**src/sv/gsd_pkg.sv**
```systemverilog
// Shared constants and types of the grid density unit.
package gsd_pkg;

  localparam int COORD_W = 7;
  localparam int CFG_W = 8;
  localparam int CFG_IDX_W = 1;
  localparam int SUM_W = 29;

  localparam int MAX_COLS_DEF = 128;
  localparam int MAX_ROWS_DEF = 128;
  localparam int RADIUS_DEF = 10;
  localparam logic [31:0] SCALE_Q32_DEF = 32'd54685;

  localparam logic [SUM_W-1:0] OUT_MAX = {SUM_W{1'b1}};

  localparam logic [CFG_IDX_W-1:0] CFG_IDX_COLS = 1'b0;
  localparam logic [CFG_IDX_W-1:0] CFG_IDX_ROWS = 1'b1;

  localparam logic MODE_WRITE = 1'b0;
  localparam logic MODE_QUERY = 1'b1;

  // Control that travels with each visited window cell.
  typedef struct packed {
    logic clr;
    logic hit;
    logic last;
  } cell_ctl_t;

endpackage

```
**src/sv/gsd_accum.sv**
```systemverilog
// Kernel cube pipeline, saturating sum and fixed-point density scaling.
module gsd_accum #(
  parameter int          RADIUS    = gsd_pkg::RADIUS_DEF,
  parameter logic [31:0] SCALE_Q32 = gsd_pkg::SCALE_Q32_DEF,
  localparam int         T_W       = $clog2(RADIUS * RADIUS + 1)
) (
  input  logic                       clk,
  input  logic                       rst_n,
  input  gsd_pkg::cell_ctl_t         cell_ctl,
  input  logic [T_W-1:0]             cell_term,
  output logic                       out_valid,
  output logic [gsd_pkg::SUM_W-1:0]  out_weight_sum,
  output logic [gsd_pkg::SUM_W-1:0]  out_density_fixed
);

  localparam int SUM_W = gsd_pkg::SUM_W;
  localparam int P_W   = SUM_W + 16;

  logic                 h2_r, l2_r, h3_r, l3_r, fin_r, mul_v_r, out_valid_r;
  logic [T_W-1:0]       t_r;
  logic [2*T_W-1:0]     t2_r, t2_nxt;
  logic [3*T_W-1:0]     cube_r, cube_nxt;
  logic [SUM_W-1:0]     acc_r, acc_nxt;
  logic [SUM_W:0]       acc_sum;
  logic [P_W-1:0]       p_lo_r, p_hi_r, p_lo_nxt, p_hi_nxt;
  logic [SUM_W-1:0]     sum_r;
  logic [P_W:0]         dens_full;
  logic [SUM_W-1:0]     ws_r, dens_r, dens_nxt;

  assign t2_nxt   = cell_term * cell_term;
  assign cube_nxt = t2_r * t_r;
  assign acc_sum  = (SUM_W+1)'(acc_r) + (SUM_W+1)'(cube_r);

  always_comb begin
    acc_nxt = acc_r;
    if (cell_ctl.clr) begin
      acc_nxt = '0;
    end else if (h3_r) begin
      acc_nxt = (acc_sum > (SUM_W+1)'(gsd_pkg::OUT_MAX)) ? gsd_pkg::OUT_MAX
                                                         : acc_sum[SUM_W-1:0];
    end
  end

  // The 32-bit scale is applied as two 16-bit halves to keep multipliers narrow.
  assign p_lo_nxt  = acc_r * SCALE_Q32[15:0];
  assign p_hi_nxt  = acc_r * SCALE_Q32[31:16];
  assign dens_full = (P_W+1)'(p_hi_r) + (P_W+1)'(p_lo_r >> 16);
  assign dens_nxt  = (dens_full > (P_W+1)'(gsd_pkg::OUT_MAX)) ? gsd_pkg::OUT_MAX
                                                            : dens_full[SUM_W-1:0];

  always_ff @(posedge clk) begin
    if (!rst_n) begin
      h2_r        <= 1'b0;
      l2_r        <= 1'b0;
      h3_r        <= 1'b0;
      l3_r        <= 1'b0;
      fin_r       <= 1'b0;
      mul_v_r     <= 1'b0;
      out_valid_r <= 1'b0;
    end else begin
      h2_r        <= cell_ctl.hit;
      l2_r        <= cell_ctl.last;
      h3_r        <= h2_r;
      l3_r        <= l2_r;
      fin_r       <= l3_r;
      mul_v_r     <= fin_r;
      out_valid_r <= mul_v_r;
    end
  end

  always_ff @(posedge clk) begin
    t_r    <= cell_term;
    t2_r   <= t2_nxt;
    cube_r <= cube_nxt;
    acc_r  <= acc_nxt;
    if (fin_r) begin
      p_lo_r <= p_lo_nxt;
      p_hi_r <= p_hi_nxt;
      sum_r  <= acc_r;
    end
    if (mul_v_r) begin
      ws_r   <= sum_r;
      dens_r <= dens_nxt;
    end
  end

  assign out_valid         = out_valid_r;
  assign out_weight_sum    = ws_r;
  assign out_density_fixed = dens_r;

endmodule

```
**config.mk**
```make
export PLATFORM = sky130hd
export DESIGN_NAME = gsd_accum
export DESIGN_NICKNAME = d
export VERILOG_FILES = /design/src/sv/gsd_pkg.sv /design/src/sv/gsd_accum.sv
export SDC_FILE = /design/constraint.sdc
export NUM_CORES = 1
export LEC_CHECK = 0
export ABC_AREA = 1
export BUFFER_PORTS_ARGS = -buffer_cell sky130_fd_sc_hd__buf_2
export CAP_MARGIN = 20
export CORE_ASPECT_RATIO = 0.75
export CORE_MARGIN = 5
export CORE_UTILIZATION = 55
export CTS_BUF_LIST = sky130_fd_sc_hd__clkbuf_2 sky130_fd_sc_hd__clkbuf_4 sky130_fd_sc_hd__clkbuf_8
export DETAILED_ROUTE_END_ITERATION = 7
export PLACE_DENSITY_LB_ADDON = 0.15
export SYNTH_ARGS = -nofsm -noshare
export SYNTH_HDL_FRONTEND = slang
export SYNTH_SLANG_ARGS = --single-unit
```
**constraint.sdc**
```tcl
create_clock -name clk -period 5.7 [get_ports clk]
set_input_delay 0.57 -clock clk [delete_from_list [all_inputs] [get_ports clk]]
set_output_delay 0.57 -clock clk [all_outputs]
set_load 0.01 [all_outputs]
```
==> summary.md <==
| Metric | Value |
|---|---|
| Max-capacitance violation count | 0 |
| Leakage power summed over all cells | 12.9 nW |
| Total routing resource utilization after global routing | 28.3% |
| Final instance area | 0.0236 mm2 |
| Setup repair after global routing missed its margin | yes |
| Number of synthesized flops with an enable pin | 116 |
| Crit path buffers/inverters | 4 |
| Area share of the leading cell type in the synthesized netlist | 24.0% |
| Number of routed nets with antenna violations | 0 |
| Post-route core utilization | 60.2% |
| Critical path class | flop to flop |
| Startpoint kind of the worst setup timing path | flop |
| Number of nets in the final layout | 3215 |
| Crit. End Element | flop |
| Cell repeated most along the worst path | sky130_fd_sc_hd__fa_1 |
| Slew headroom | 35.8% |
| Pin count of the biggest net entering global routing | 60 |
| First-pass GRT wire length | 94.7 mm |
| Slowest library cell on the worst path | sky130_fd_sc_hd__fa_1 |
| Share of synthesized area occupied by flip-flops and latches | 23.1% |
| Smallest hold slack | 0.203 ns |
| Full die area | 0.0435 mm2 |
| Floorplan die height | 182 um |
| Number of H-tree levels | 4 |
| Worst min-delay path category | input port to flop |
| Cell area after placement | 0.0229 mm2 |
| Post-layout total power | 10.7 mW |
| Drt wl/cell | 18.4 um |
| I/O Buffers | 70 |
| Synth Flop Type | sky130_fd_sc_hd__edfxtp_1 |
| Clock Root Buffer | sky130_fd_sc_hd__clkbuf_8 |
| Tmin final | 5.56 ns |
| Antenna fix cells | 0 |
| Result of the run | completed |
| Post-layout instance count excluding filler cells | 3190 |
| Initial antenna violation count | 0 |
| Die width | 239 um |
| Final setup TNS | 0 ns |
| Count of final setup violators | 0 |
| Avg Vias per Cell | 5.26 |
| Number of warnings printed during yosys synthesis | 0 |
| Number of clock sinks | 192 |
| Number of remaining DRC errors | 0 |
| Top Family by Delay on Critical Path | adder cells |
| Number of filler cells placed in the layout | 3482 |
| Post-Synthesis Mean Instance Area | 8.47 um2 |
| Post-Syn Instances | 2557 |
| Area added between synthesis and finish | 8.83% |
| Critical path data arrival time | 5.91 ns |
| Detailed-routing iteration count for the pre-antenna-repair pass | 5 |
| Starting Density | 55.3% |
| Ratio of final minimum period to clock period | 97.5% |
| Highest cell delay on the worst timing path | 0.55 ns |
| Peak fanout along the critical path | 5 |
| Layout cell share with drive strength beyond 1 | 8.91% |
| List of cells traversed by the critical path | ha_1 > inv_1 > fa_1 > inv_1 > fa_1 > fa_1 > fa_1 > inv_1 > fa_1 > inv_1 > ha_1 > nand2_1 > nor2_1 > nor2_1 > a21boi_1 > nand2_1 > a21oi_4 > xor2_2 |
| Maximum frequency from static timing analysis | 180 MHz |
| Setup ws final | 0.144 ns |
| Pre-CTS worst setup slack | -0.299 ns |
| Layout Skew | 0.0161 ns |
| Transition time of the tightest slew-check pin | 0.962 ns |
| Final estimated routing congestion in global placement | 1.01 |
| Total number of vias | 16800 |
| Starting DRT DRC Count | 1341 |
| Count of distinct cell types in the synthesized netlist | 38 |
| Worst EP required | 6.06 ns |
| Flip-flop and latch count after synthesis | 192 |
| Number of global-route vias before repair | 16700 |
| Detail Placement HPWL | 49.8 mm |
| Maximum buffer depth of the clock tree | 2 |
| Placeable core area | 0.0392 mm2 |
| Dpl cells | 3156 |
| Commonest cells in the netlist | sky130_fd_sc_hd__inv_1, sky130_fd_sc_hd__nand2_1, sky130_fd_sc_hd__ha_1 |
| Maximum ir drop on the vdd rail | 0.537 mV |
| Top-Level Pins | 71 |
| PD cells | 452 mW/mm2 |
| Cell area after technology mapping | 0.0217 mm2 |
| CTS clk-pin slew, worst paths | 0.11 ns |
| Post-synthesis async set-or-reset flop share | 0% |
| Clock latency on the worst-skew pair | 0.55 ns |
| Total wire length | 58.7 mm |
| Leading cell type by number of instances after synthesis | sky130_fd_sc_hd__inv_1 |
| Site Rows | 63 |
| Total clock buffers created by CTS | 17 |
| Post-synth top area cell | sky130_fd_sc_hd__fa_1 |
| Number of max-slew violations in the final report | 0 |
| Overflow after GRT | 0 |
| Final-report hold violation count | 0 |
| TritonCTS clock tree | built |
| Dominant cells by area after synthesis | sky130_fd_sc_hd__fa_1, sky130_fd_sc_hd__ha_1, sky130_fd_sc_hd__edfxtp_1, sky130_fd_sc_hd__inv_1, sky130_fd_sc_hd__nand2_1 |
cells by family (layout without fill, tap and decap cells):
group           Yosys count  after routing  synth area share, %
buf+inv                 709            821                 12.4
xor+xnor                 73             73                 2.95
fa+ha+maj               546            546                 40.6
flops                   192            192                 23.1
compound gates          208            208                 5.42
other cells               2              3               0.0347
mux                       1              1               0.0520
simple gates            826            826                 15.5
cell type report:
class	instances	area, um2	area share [%]
timing repair buffer	132	816	3.46
sequential	192	5020	21.3
multi-input combinational	1657	14200	60.1
clock inverter	14	189	0.802
inverter	657	2470	10.5
tap	520	651	2.76
clock buffer	18	241	1.02
final timing paths:
path / start / to / slack, ns / cells past startpoint
worst max-delay path: acc_r[15] / p_lo_r[25] / 0.14 / 18
worst min-delay path: cell_ctl[1] / h2_r / 0.20 / 3
worst max register to register: acc_r[15] / p_lo_r[25] / 0.14 / 18
worst min register to register: p_lo_r[36] / out_density_fixed[20] / 0.42 / 0
flip-flops by register name (all words and copies together), names as in the netlist:
signal	cells
t_r	6
cube_r	21
out_weight_sum	29
out_density_fixed	29
out_valid	1
h2_r	1
fin_r	1
mul_v_r	1
t2_r	13
l2_r	1
sum_r	27
l3_r	1
p_lo_r	31
acc_r	29
h3_r	1
power breakdown:
part           internal (mW)  total, mW  leakage (nW)  switching (mW)
sequential              1.77       1.95          1.68           0.181
clock                  0.417      0.999         0.215           0.583
combinational           2.80       7.70          11.0            4.90
cells in the final DEF, fill, tap and decap left out, types with 3 or more instances in the layout:
cell type and count:
sky130_fd_sc_hd__buf_4 62, sky130_fd_sc_hd__nand2_1 509, sky130_fd_sc_hd__xor2_1 48, sky130_fd_sc_hd__dfxtp_2 13, sky130_fd_sc_hd__o21ai_0 51, sky130_fd_sc_hd__nand4_1 25, sky130_fd_sc_hd__clkbuf_8 17, sky130_fd_sc_hd__nand3_2 3
sky130_fd_sc_hd__nand2_2 11, sky130_fd_sc_hd__and2_1 3, sky130_fd_sc_hd__a21oi_2 9, sky130_fd_sc_hd__edfxtp_1 116, sky130_fd_sc_hd__inv_1 656, sky130_fd_sc_hd__clkinv_8 3, sky130_fd_sc_hd__ha_2 7, sky130_fd_sc_hd__nor2_4 6
sky130_fd_sc_hd__inv_6 5, sky130_fd_sc_hd__a31oi_1 7, sky130_fd_sc_hd__o211ai_1 8, sky130_fd_sc_hd__nand3b_1 6, sky130_fd_sc_hd__conb_1 3, sky130_fd_sc_hd__dfxtp_1 62, sky130_fd_sc_hd__nor2_1 147, sky130_fd_sc_hd__o21ai_1 4
sky130_fd_sc_hd__a21oi_1 90, sky130_fd_sc_hd__xnor2_1 22, sky130_fd_sc_hd__buf_2 70, sky130_fd_sc_hd__nor3_1 13, sky130_fd_sc_hd__fa_1 260, sky130_fd_sc_hd__nor2_2 11, sky130_fd_sc_hd__ha_1 278, sky130_fd_sc_hd__a211oi_1 3
sky130_fd_sc_hd__a21o_1 19, sky130_fd_sc_hd__nand3_1 86, sky130_fd_sc_hd__o21bai_1 10
worst min-delay path, stage by stage:
cell,delay [ns]
sky130_fd_sc_hd__buf_2,0.07
sky130_fd_sc_hd__nand2_1,0.04
sky130_fd_sc_hd__inv_1,0.04
what timing repair did:
item / CTS / global route
gates resized for setup: 7 / 66
setup buffers: 1 / 1
pin swaps: 1 / 3
endpoints found under the setup margin: 11 / 22
hold buffers: 0 / 0
layer usage:
metal	GRT usage, %	part of all wire [%]	vias up
met5	0	0	-
met4	4.33	0.99	0
met3	7.36	9.9	42
met2	38.1	39	636
met1	46.2	50	8067
li1	-	-	8022
No activity file was read; power rests on OpenSTA's default activity.
