<file path="config.mk">
export PLATFORM = sky130hd
export DESIGN_NAME = gsd_window_seq
export DESIGN_NICKNAME = d
export VERILOG_FILES = /design/src/sv/gsd_pkg.sv /design/src/sv/gsd_window_seq.sv
export SDC_FILE = /design/constraint.sdc
export NUM_CORES = 1
export LEC_CHECK = 0
export BUFFER_PORTS_ARGS = -buffer_cell sky130_fd_sc_hd__clkbuf_2
export CORE_MARGIN = 2
export CORE_UTILIZATION = 45
export CTS_CLUSTER_DIAMETER = 200
export DETAILED_ROUTE_END_ITERATION = 16
export HOLD_SLACK_MARGIN = 0.08
export PLACE_DENSITY = 0.79
export SETUP_SLACK_MARGIN = 0.02
export SLEW_MARGIN = 10
export SYNTH_ARGS = -nofsm -noshare
export SYNTH_HDL_FRONTEND = slang
export SYNTH_SLANG_ARGS = --single-unit
</file>
<file path="constraint.sdc">
create_clock -name clk -period 4.7 [get_ports clk]
set_clock_uncertainty 0.15 [all_clocks]
set_input_delay 0.94 -clock clk [delete_from_list [all_inputs] [get_ports clk]]
set_output_delay 0.94 -clock clk [all_outputs]
set_load 0.01 [all_outputs]
</file>
<file path="src/sv/gsd_pkg.sv">
// Shared constants and types of the grid density unit.
package gsd_pkg;

  localparam int COORD_W = 7;
  localparam int CFG_W = 8;
  localparam int CFG_IDX_W = 1;
  localparam int SUM_W = 29;

  localparam int MAX_COLS_DEF = 128;
  localparam int MAX_ROWS_DEF = 128;
  localparam int RADIUS_DEF = 10;
  localparam logic [31:0] SCALE_Q32_DEF = 32'd54685;

  localparam logic [SUM_W-1:0] OUT_MAX = {SUM_W{1'b1}};

  localparam logic [CFG_IDX_W-1:0] CFG_IDX_COLS = 1'b0;
  localparam logic [CFG_IDX_W-1:0] CFG_IDX_ROWS = 1'b1;

  localparam logic MODE_WRITE = 1'b0;
  localparam logic MODE_QUERY = 1'b1;

  // Control that travels with each visited window cell.
  typedef struct packed {
    logic clr;
    logic hit;
    logic last;
  } cell_ctl_t;

endpackage

</file>
<file path="src/sv/gsd_window_seq.sv">
// Sequencer: grid clearing, cell write read-modify-write and window scan.
module gsd_window_seq #(
  parameter int MAX_COLS = gsd_pkg::MAX_COLS_DEF,
  parameter int MAX_ROWS = gsd_pkg::MAX_ROWS_DEF,
  parameter int RADIUS   = gsd_pkg::RADIUS_DEF,
  localparam int ROW_W   = (MAX_ROWS > 1) ? $clog2(MAX_ROWS) : 1,
  localparam int T_W     = $clog2(RADIUS * RADIUS + 1)
) (
  input  logic                         clk,
  input  logic                         rst_n,
  input  logic                         start,
  output logic                         busy,
  input  logic                         in_mode,
  input  logic [gsd_pkg::COORD_W-1:0]  in_x_coord,
  input  logic [gsd_pkg::COORD_W-1:0]  in_y_coord,
  input  logic                         in_occupied,
  input  logic [gsd_pkg::CFG_W-1:0]    cols_used,
  input  logic [gsd_pkg::CFG_W-1:0]    rows_used,
  input  logic                         res_done,
  output logic                         mem_rd_en,
  output logic [ROW_W-1:0]             mem_rd_addr,
  input  logic [MAX_COLS-1:0]          mem_rd_data,
  output logic                         mem_wr_en,
  output logic [ROW_W-1:0]             mem_wr_addr,
  output logic [MAX_COLS-1:0]          mem_wr_data,
  output gsd_pkg::cell_ctl_t           cell_ctl,
  output logic [T_W-1:0]               cell_term
);

  localparam int COORD_W = gsd_pkg::COORD_W;
  localparam int CFG_W   = gsd_pkg::CFG_W;
  localparam int COL_W   = (MAX_COLS > 1) ? $clog2(MAX_COLS) : 1;
  localparam int OFF_W   = $clog2(RADIUS + 1) + 1;
  localparam int MAG_W   = OFF_W - 1;
  localparam int R2      = RADIUS * RADIUS;
  localparam int D2_W    = $clog2(2 * R2 + 1);
  localparam int POS_W0  = (COORD_W > OFF_W) ? COORD_W : OFF_W;
  localparam int POS_W   = ((POS_W0 > CFG_W) ? POS_W0 : CFG_W) + 2;

  localparam logic signed [OFF_W-1:0] OFF_MAX = OFF_W'(RADIUS);
  localparam logic signed [OFF_W-1:0] OFF_MIN = OFF_W'(-RADIUS);
  localparam logic [D2_W-1:0]         R2_D    = D2_W'(R2);
  localparam logic [ROW_W-1:0]        LAST_ROW = ROW_W'(MAX_ROWS - 1);

  typedef enum logic [2:0] {
    ST_CLEAR,
    ST_IDLE,
    ST_WR_READ,
    ST_WR_WRITE,
    ST_Q_ISSUE,
    ST_Q_WAIT
  } state_t;

  state_t                   state_r, state_nxt;
  logic [ROW_W-1:0]         clr_row_r, clr_row_nxt;
  logic [COORD_W-1:0]       cx_r, cx_nxt;
  logic [COORD_W-1:0]       cy_r, cy_nxt;
  logic                     occ_r, occ_nxt;
  logic                     wr_ok_r, wr_ok_nxt;
  logic signed [OFF_W-1:0]  dx_r, dx_nxt;
  logic signed [OFF_W-1:0]  dy_r, dy_nxt;
  logic                     v1_r, v1_nxt;
  logic                     last1_r, last1_nxt;
  logic [COL_W-1:0]         col1_r, col1_nxt;
  logic [D2_W-1:0]          d2_1_r, d2_1_nxt;

  logic signed [POS_W-1:0]  x_pos, y_pos;
  logic                     x_in, y_in, last_cell, accept, in_store;
  logic [MAG_W-1:0]         adx, ady;
  logic [2*MAG_W-1:0]       sq_x, sq_y;
  logic [D2_W-1:0]          d2, t_full;
  logic [MAX_COLS-1:0]      row_mod;

  assign busy   = (state_r != ST_IDLE);
  assign accept = start && (state_r == ST_IDLE);

  always_comb begin
    x_pos = POS_W'({1'b0, cx_r}) + POS_W'(dx_r);
    y_pos = POS_W'({1'b0, cy_r}) + POS_W'(dy_r);
    x_in  = !x_pos[POS_W-1] && (x_pos[POS_W-2:0] < (POS_W-1)'(cols_used));
    y_in  = !y_pos[POS_W-1] && (y_pos[POS_W-2:0] < (POS_W-1)'(rows_used));
    adx   = dx_r[OFF_W-1] ? MAG_W'(-dx_r) : MAG_W'(dx_r);
    ady   = dy_r[OFF_W-1] ? MAG_W'(-dy_r) : MAG_W'(dy_r);
    sq_x  = adx * adx;
    sq_y  = ady * ady;
    d2    = D2_W'(sq_x) + D2_W'(sq_y);
    last_cell = (dx_r == OFF_MAX) && (dy_r == OFF_MAX);
    in_store  = (32'(in_x_coord) < 32'(MAX_COLS)) && (32'(in_y_coord) < 32'(MAX_ROWS));
  end

  // The write path replaces one bit of the row read in the previous cycle.
  always_comb begin
    row_mod = mem_rd_data;
    row_mod[COL_W'(cx_r)] = occ_r;
  end

  always_comb begin
    mem_rd_en   = 1'b0;
    mem_rd_addr = ROW_W'(cy_r);
    mem_wr_en   = 1'b0;
    mem_wr_addr = ROW_W'(cy_r);
    mem_wr_data = row_mod;
    case (state_r)
      ST_CLEAR: begin
        mem_wr_en   = 1'b1;
        mem_wr_addr = clr_row_r;
        mem_wr_data = '0;
      end
      ST_WR_READ: begin
        mem_rd_en = wr_ok_r;
      end
      ST_WR_WRITE: begin
        mem_wr_en = wr_ok_r;
      end
      ST_Q_ISSUE: begin
        mem_rd_en   = x_in && y_in;
        mem_rd_addr = ROW_W'(y_pos);
      end
      default: begin
      end
    endcase
  end

  always_comb begin
    state_nxt   = state_r;
    clr_row_nxt = clr_row_r;
    cx_nxt      = cx_r;
    cy_nxt      = cy_r;
    occ_nxt     = occ_r;
    wr_ok_nxt   = wr_ok_r;
    dx_nxt      = dx_r;
    dy_nxt      = dy_r;
    v1_nxt      = (state_r == ST_Q_ISSUE) && x_in && y_in;
    last1_nxt   = (state_r == ST_Q_ISSUE) && last_cell;
    col1_nxt    = COL_W'(x_pos);
    d2_1_nxt    = d2;
    case (state_r)
      ST_CLEAR: begin
        clr_row_nxt = clr_row_r + 1'b1;
        if (clr_row_r == LAST_ROW) begin
          state_nxt = ST_IDLE;
        end
      end
      ST_IDLE: begin
        if (start) begin
          cx_nxt    = in_x_coord;
          cy_nxt    = in_y_coord;
          occ_nxt   = in_occupied;
          wr_ok_nxt = in_store;
          dx_nxt    = OFF_MIN;
          dy_nxt    = OFF_MIN;
          state_nxt = (in_mode == gsd_pkg::MODE_QUERY) ? ST_Q_ISSUE : ST_WR_READ;
        end
      end
      ST_WR_READ: begin
        state_nxt = ST_WR_WRITE;
      end
      ST_WR_WRITE: begin
        state_nxt = ST_IDLE;
      end
      ST_Q_ISSUE: begin
        if (dx_r == OFF_MAX) begin
          dx_nxt = OFF_MIN;
          dy_nxt = dy_r + 1'b1;
        end else begin
          dx_nxt = dx_r + 1'b1;
        end
        if (last_cell) begin
          state_nxt = ST_Q_WAIT;
        end
      end
      ST_Q_WAIT: begin
        if (res_done) begin
          state_nxt = ST_IDLE;
        end
      end
      default: begin
        state_nxt = ST_IDLE;
      end
    endcase
  end

  always_ff @(posedge clk) begin
    if (!rst_n) begin
      state_r   <= ST_CLEAR;
      clr_row_r <= '0;
      v1_r      <= 1'b0;
      last1_r   <= 1'b0;
    end else begin
      state_r   <= state_nxt;
      clr_row_r <= clr_row_nxt;
      v1_r      <= v1_nxt;
      last1_r   <= last1_nxt;
    end
    cx_r   <= cx_nxt;
    cy_r   <= cy_nxt;
    occ_r  <= occ_nxt;
    wr_ok_r <= wr_ok_nxt;
    dx_r   <= dx_nxt;
    dy_r   <= dy_nxt;
    col1_r <= col1_nxt;
    d2_1_r <= d2_1_nxt;
  end

  // Cells are aligned here with the row data returned by the memory.
  assign t_full        = R2_D - d2_1_r;
  assign cell_term     = t_full[T_W-1:0];
  assign cell_ctl.clr  = accept && (in_mode == gsd_pkg::MODE_QUERY);
  assign cell_ctl.hit  = v1_r && (d2_1_r <= R2_D) && mem_rd_data[col1_r];
  assign cell_ctl.last = last1_r;

endmodule

</file>
==> parameters.txt <==
Parameter                              Value

Synth
  Number of enable-type register cells in the synthesized netlist    25
  Cell type contributing the most total cell area after synthesis    sky130_fd_sc_hd__edfxtp_1
  Dominant cells by area after synthesis    sky130_fd_sc_hd__edfxtp_1 10%, sky130_fd_sc_hd__nand3_1 9.8%, sky130_fd_sc_hd__a21oi_1 9.7%
  Count of yosys warnings during synthesis    0
  Portion of synthesized cell area occupied by the leading cell type    approximately 10%
  Primary flip-flop cell chosen by synthesis mapping    sky130_fd_sc_hd__dfxtp_1
  Post-Syn Area per Cell    between 7 and 8 um2
  Synthesized area    roughly 0.0075 mm2
  Gate Count Post-Synth    between 1000 and 1500
  Synth Register Bits    between 50 and 60
  Unique cell type count in the Yosys netlist    65
  Post-synthesis async set-or-reset flop share    0%
  Number of nets in the synthesized netlist    approximately 1200
  Seq/Total Area, Yosys    between 15 and 20%

Clocking
  Bufs on Longest Clock Path    2
  Clock edge transition at the registers on the reported setup and hold paths    0.07 ns
  Clock root cell    sky130_fd_sc_hd__clkbuf_16
  H-Tree Depth    2
  Total CTS buffers    5
  Insertion delay of the later-clocked pin in the worst-skew pair    approximately 0.30 ns
  Number of buffers inserted by hold repair at cts    0
  Clock tree sinks    52
  TritonCTS clock tree    built

Timing
  Setup repair after global routing missed its margin    true
  Final worst path period need    roughly 4.7 ns
  Worst setup margin    between 0.03 and 0.04 ns
  Tcrit/Tclk final    just under 100%
  Slew of the pin with the lowest slew margin    1.05 ns
  Max-slew headroom at the worst pin    between 20% and 30%
  Max Clk Rate    approximately 210 MHz
  Count of final hold-check violations    0
  Setup Total Neg Slack    0 ns
  Max-slew violations    0
  Count of final setup violators    0

Die
  DIE HEIGHT    133 um
  Number of top-level pins    about 320
  FP Rows    47
  CORE AREA    approximately 0.016 mm2
  Die width    about 130 um
  Area of the die    0.0177 mm2
  Initial core utilization    45.6%

Drt
  Total vias in the final route    between 9000 and 10000
  Average wire per standard cell    between 20 and 25 um
  Pre-antenna DRT Iters    8
  Final WL    approximately 32 mm
  Mean number of vias per cell    about 6.2
  DRC errors left    0
  Starting DRT DRC Count    about 1300
  Number of routed nets with antenna violations    0

Layout
  Most frequent cells in the layout    317 x sky130_fd_sc_hd__clkbuf_2, 147 x sky130_fd_sc_hd__nand3_1, 141 x sky130_fd_sc_hd__a21oi_1
  Total of fill cells in the finished design    roughly 1500
  ANT cells    0
  Multi-input gate area in the final layout    between 0.005 and 0.006 mm2
  Area grow syn2layout    28.8%
  Final core utilization    58.8%
  Sequential cell area    0.00129 mm2
  Most frequent standard cell in the layout excluding fill and tap cells    sky130_fd_sc_hd__clkbuf_2
  Final layout net count    1544
  Fraction of layout instances using a drive strength above 1    around a third
  Fin area    a little under 0.01 mm2

Placement
  Placement-stage cell area    approximately 0.0093 mm2
  Final weighted congestion in routability-driven placement    about 1
  DP HPWL    between 20 and 25 mm
  Count of port buffers added during placement    approximately 320
  Minimum setup slack after placement    -0.0735 ns

Run status
  Outcome    complete, no violations

GRT
  Initial antenna violation count    0
  Grt ovf    0
  All-Layer GR Usage    between 30 and 40%
  Largest net degree at the start of global routing    roughly 140
  Vias in the first global route    about 9000
  First-pass GRT wire length    ~48 mm

Critical path
  Crit path DAT    ~4.7 ns
  Setup crit start kind    flop
  Crit path capture type    flop
  Worst setup path class    flop to flop
  Crit-path max FO    4
  Worst R2R Setup Slack    0.03 ns
  Data required time at the worst endpoint    roughly 4.8 ns

Power and ir drop
  Leakage power figure    4.36 nW
  Cell Pwr Density    around 110 mW/mm2
  Maximum VDD drop    around 0.00013 V

Flow run
  Total of max-cap violations    0

Worst hold path
  Hold WC Path Type    flop to flop
-- cells in the mapped netlist, types with 4 or more instances --
cell,number
sky130_fd_sc_hd__o21ai_0,140
sky130_fd_sc_hd__xnor2_1,19
sky130_fd_sc_hd__a211oi_1,5
sky130_fd_sc_hd__buf_1,7
sky130_fd_sc_hd__mux2_2,8
sky130_fd_sc_hd__inv_1,58
sky130_fd_sc_hd__nand2b_1,11
sky130_fd_sc_hd__dfxtp_1,27
sky130_fd_sc_hd__or3_1,4
sky130_fd_sc_hd__ha_1,54
sky130_fd_sc_hd__mux4_2,16
sky130_fd_sc_hd__nor2_1,41
sky130_fd_sc_hd__nand3b_1,5
sky130_fd_sc_hd__buf_4,5
sky130_fd_sc_hd__a21o_1,8
sky130_fd_sc_hd__and2_1,6
sky130_fd_sc_hd__fa_1,13
sky130_fd_sc_hd__a22o_1,4
sky130_fd_sc_hd__nor3_1,19
sky130_fd_sc_hd__a21oi_1,145
sky130_fd_sc_hd__nor2b_1,11
sky130_fd_sc_hd__clkbuf_1,61
sky130_fd_sc_hd__and3_1,4
sky130_fd_sc_hd__a31oi_1,5
sky130_fd_sc_hd__nand2_1,66
sky130_fd_sc_hd__nand3_1,147
sky130_fd_sc_hd__edfxtp_1,25
sky130_fd_sc_hd__xor2_1,19
sky130_fd_sc_hd__mux4_1,9
sky130_fd_sc_hd__mux2i_1,15
-- per-layer routing --
| metal | vias up | GRT usage [%] | routed length, um |
|---|---|---|---|
| li1 | 4312 | - | - |
| met1 | 4368 | 42.4 | 11800 |
| met2 | 707 | 57.8 | 15100 |
| met3 | 156 | 5.79 | 3510 |
| met4 | 0 | 18.5 | 1880 |
| met5 | - | 0 | 0 |
-- report_power, final --
group          internal [mW]  switching, mW  total, mW
clock network          0.199          0.169      0.368
registers              0.474        0.00278      0.477
logic                 0.0909         0.0819      0.173
-- worst max-delay path, cell delays in order (launching register included) --
cell	delay (ns)
sky130_fd_sc_hd__edfxtp_1	0.45
sky130_fd_sc_hd__buf_6	0.16
sky130_fd_sc_hd__o31ai_4	0.27
sky130_fd_sc_hd__xnor2_2	0.15
sky130_fd_sc_hd__nand2_1	0.11
sky130_fd_sc_hd__fa_1	0.48
sky130_fd_sc_hd__fa_1	0.51
sky130_fd_sc_hd__inv_2	0.04
sky130_fd_sc_hd__fa_1	0.52
sky130_fd_sc_hd__inv_1	0.05
sky130_fd_sc_hd__fa_1	0.48
sky130_fd_sc_hd__inv_1	0.05
sky130_fd_sc_hd__ha_2	0.17
sky130_fd_sc_hd__fa_2	0.34
sky130_fd_sc_hd__a21o_1	0.20
sky130_fd_sc_hd__a21oi_2	0.15
sky130_fd_sc_hd__xnor2_1	0.15
sky130_fd_sc_hd__xnor2_1	0.16
-- state kept, by name, summed over array words and instances (netlist names) --
register	flops
d2_1_r	8
clr_row_r	7
col1_r	7
cx_r	7
cy_r	7
dx_r	5
dy_r	5
state_r	3
last1_r	1
occ_r	1
v1_r	1
-- through the flow --
| step | hold WS [ns] | instances | power [mW] |
|---|---|---|---|
| after floorplan | 0.318 | 1018 | 0.552 |
| after global placement | 0.339 | 1518 | 0.650 |
| after CTS | 0.367 | 1532 | 1.02 |
| after global routing | 0.396 | 1534 | 1.06 |
| after detailed placement | 0.358 | 1518 | 0.653 |
| final | 0.366 | 1534 | 1.02 |
-- kinds of logic after synthesis --
kind of cell    count (synthesis)  synth area share [%]
compound gates                337                  24.5
flops                          52                  17.3
fa+ha+maj                      67                  12.5
simple gates                  336                  22.2
buf+inv                       140                  7.89
xor+xnor                       38                  4.45
mux                            48                  11.2
-- area by class of cell --
class | count | area share, %
Inverter | 59 | 2.30
Clock buffer | 6 | 1.34
Timing Repair Buffer | 369 | 20.6
Sequential cell | 52 | 13.4
Tap cell | 220 | 2.85
Multi-Input combinational cell | 826 | 59.3
Clock inverter | 2 | 0.169
-- final timing paths --
path | endpoint | cells past startpoint | start
min | clr_row_r[5] | 2 | clr_row_r[5]
min reg2reg | clr_row_r[5] | 2 | clr_row_r[5]
max | d2_1_r[7] | 17 | dx_r[0]
max reg2reg | d2_1_r[7] | 17 | dx_r[0]
-- repair_timing --
action | 4_1_cts | 5_1_grt
gates resized for setup | 15 | 11
pin swaps | 14 | 13
setup endpoints to repair | 2 | 2
buffers inserted | 6 | 2
Note: power is estimated with default switching activity, not from simulation.
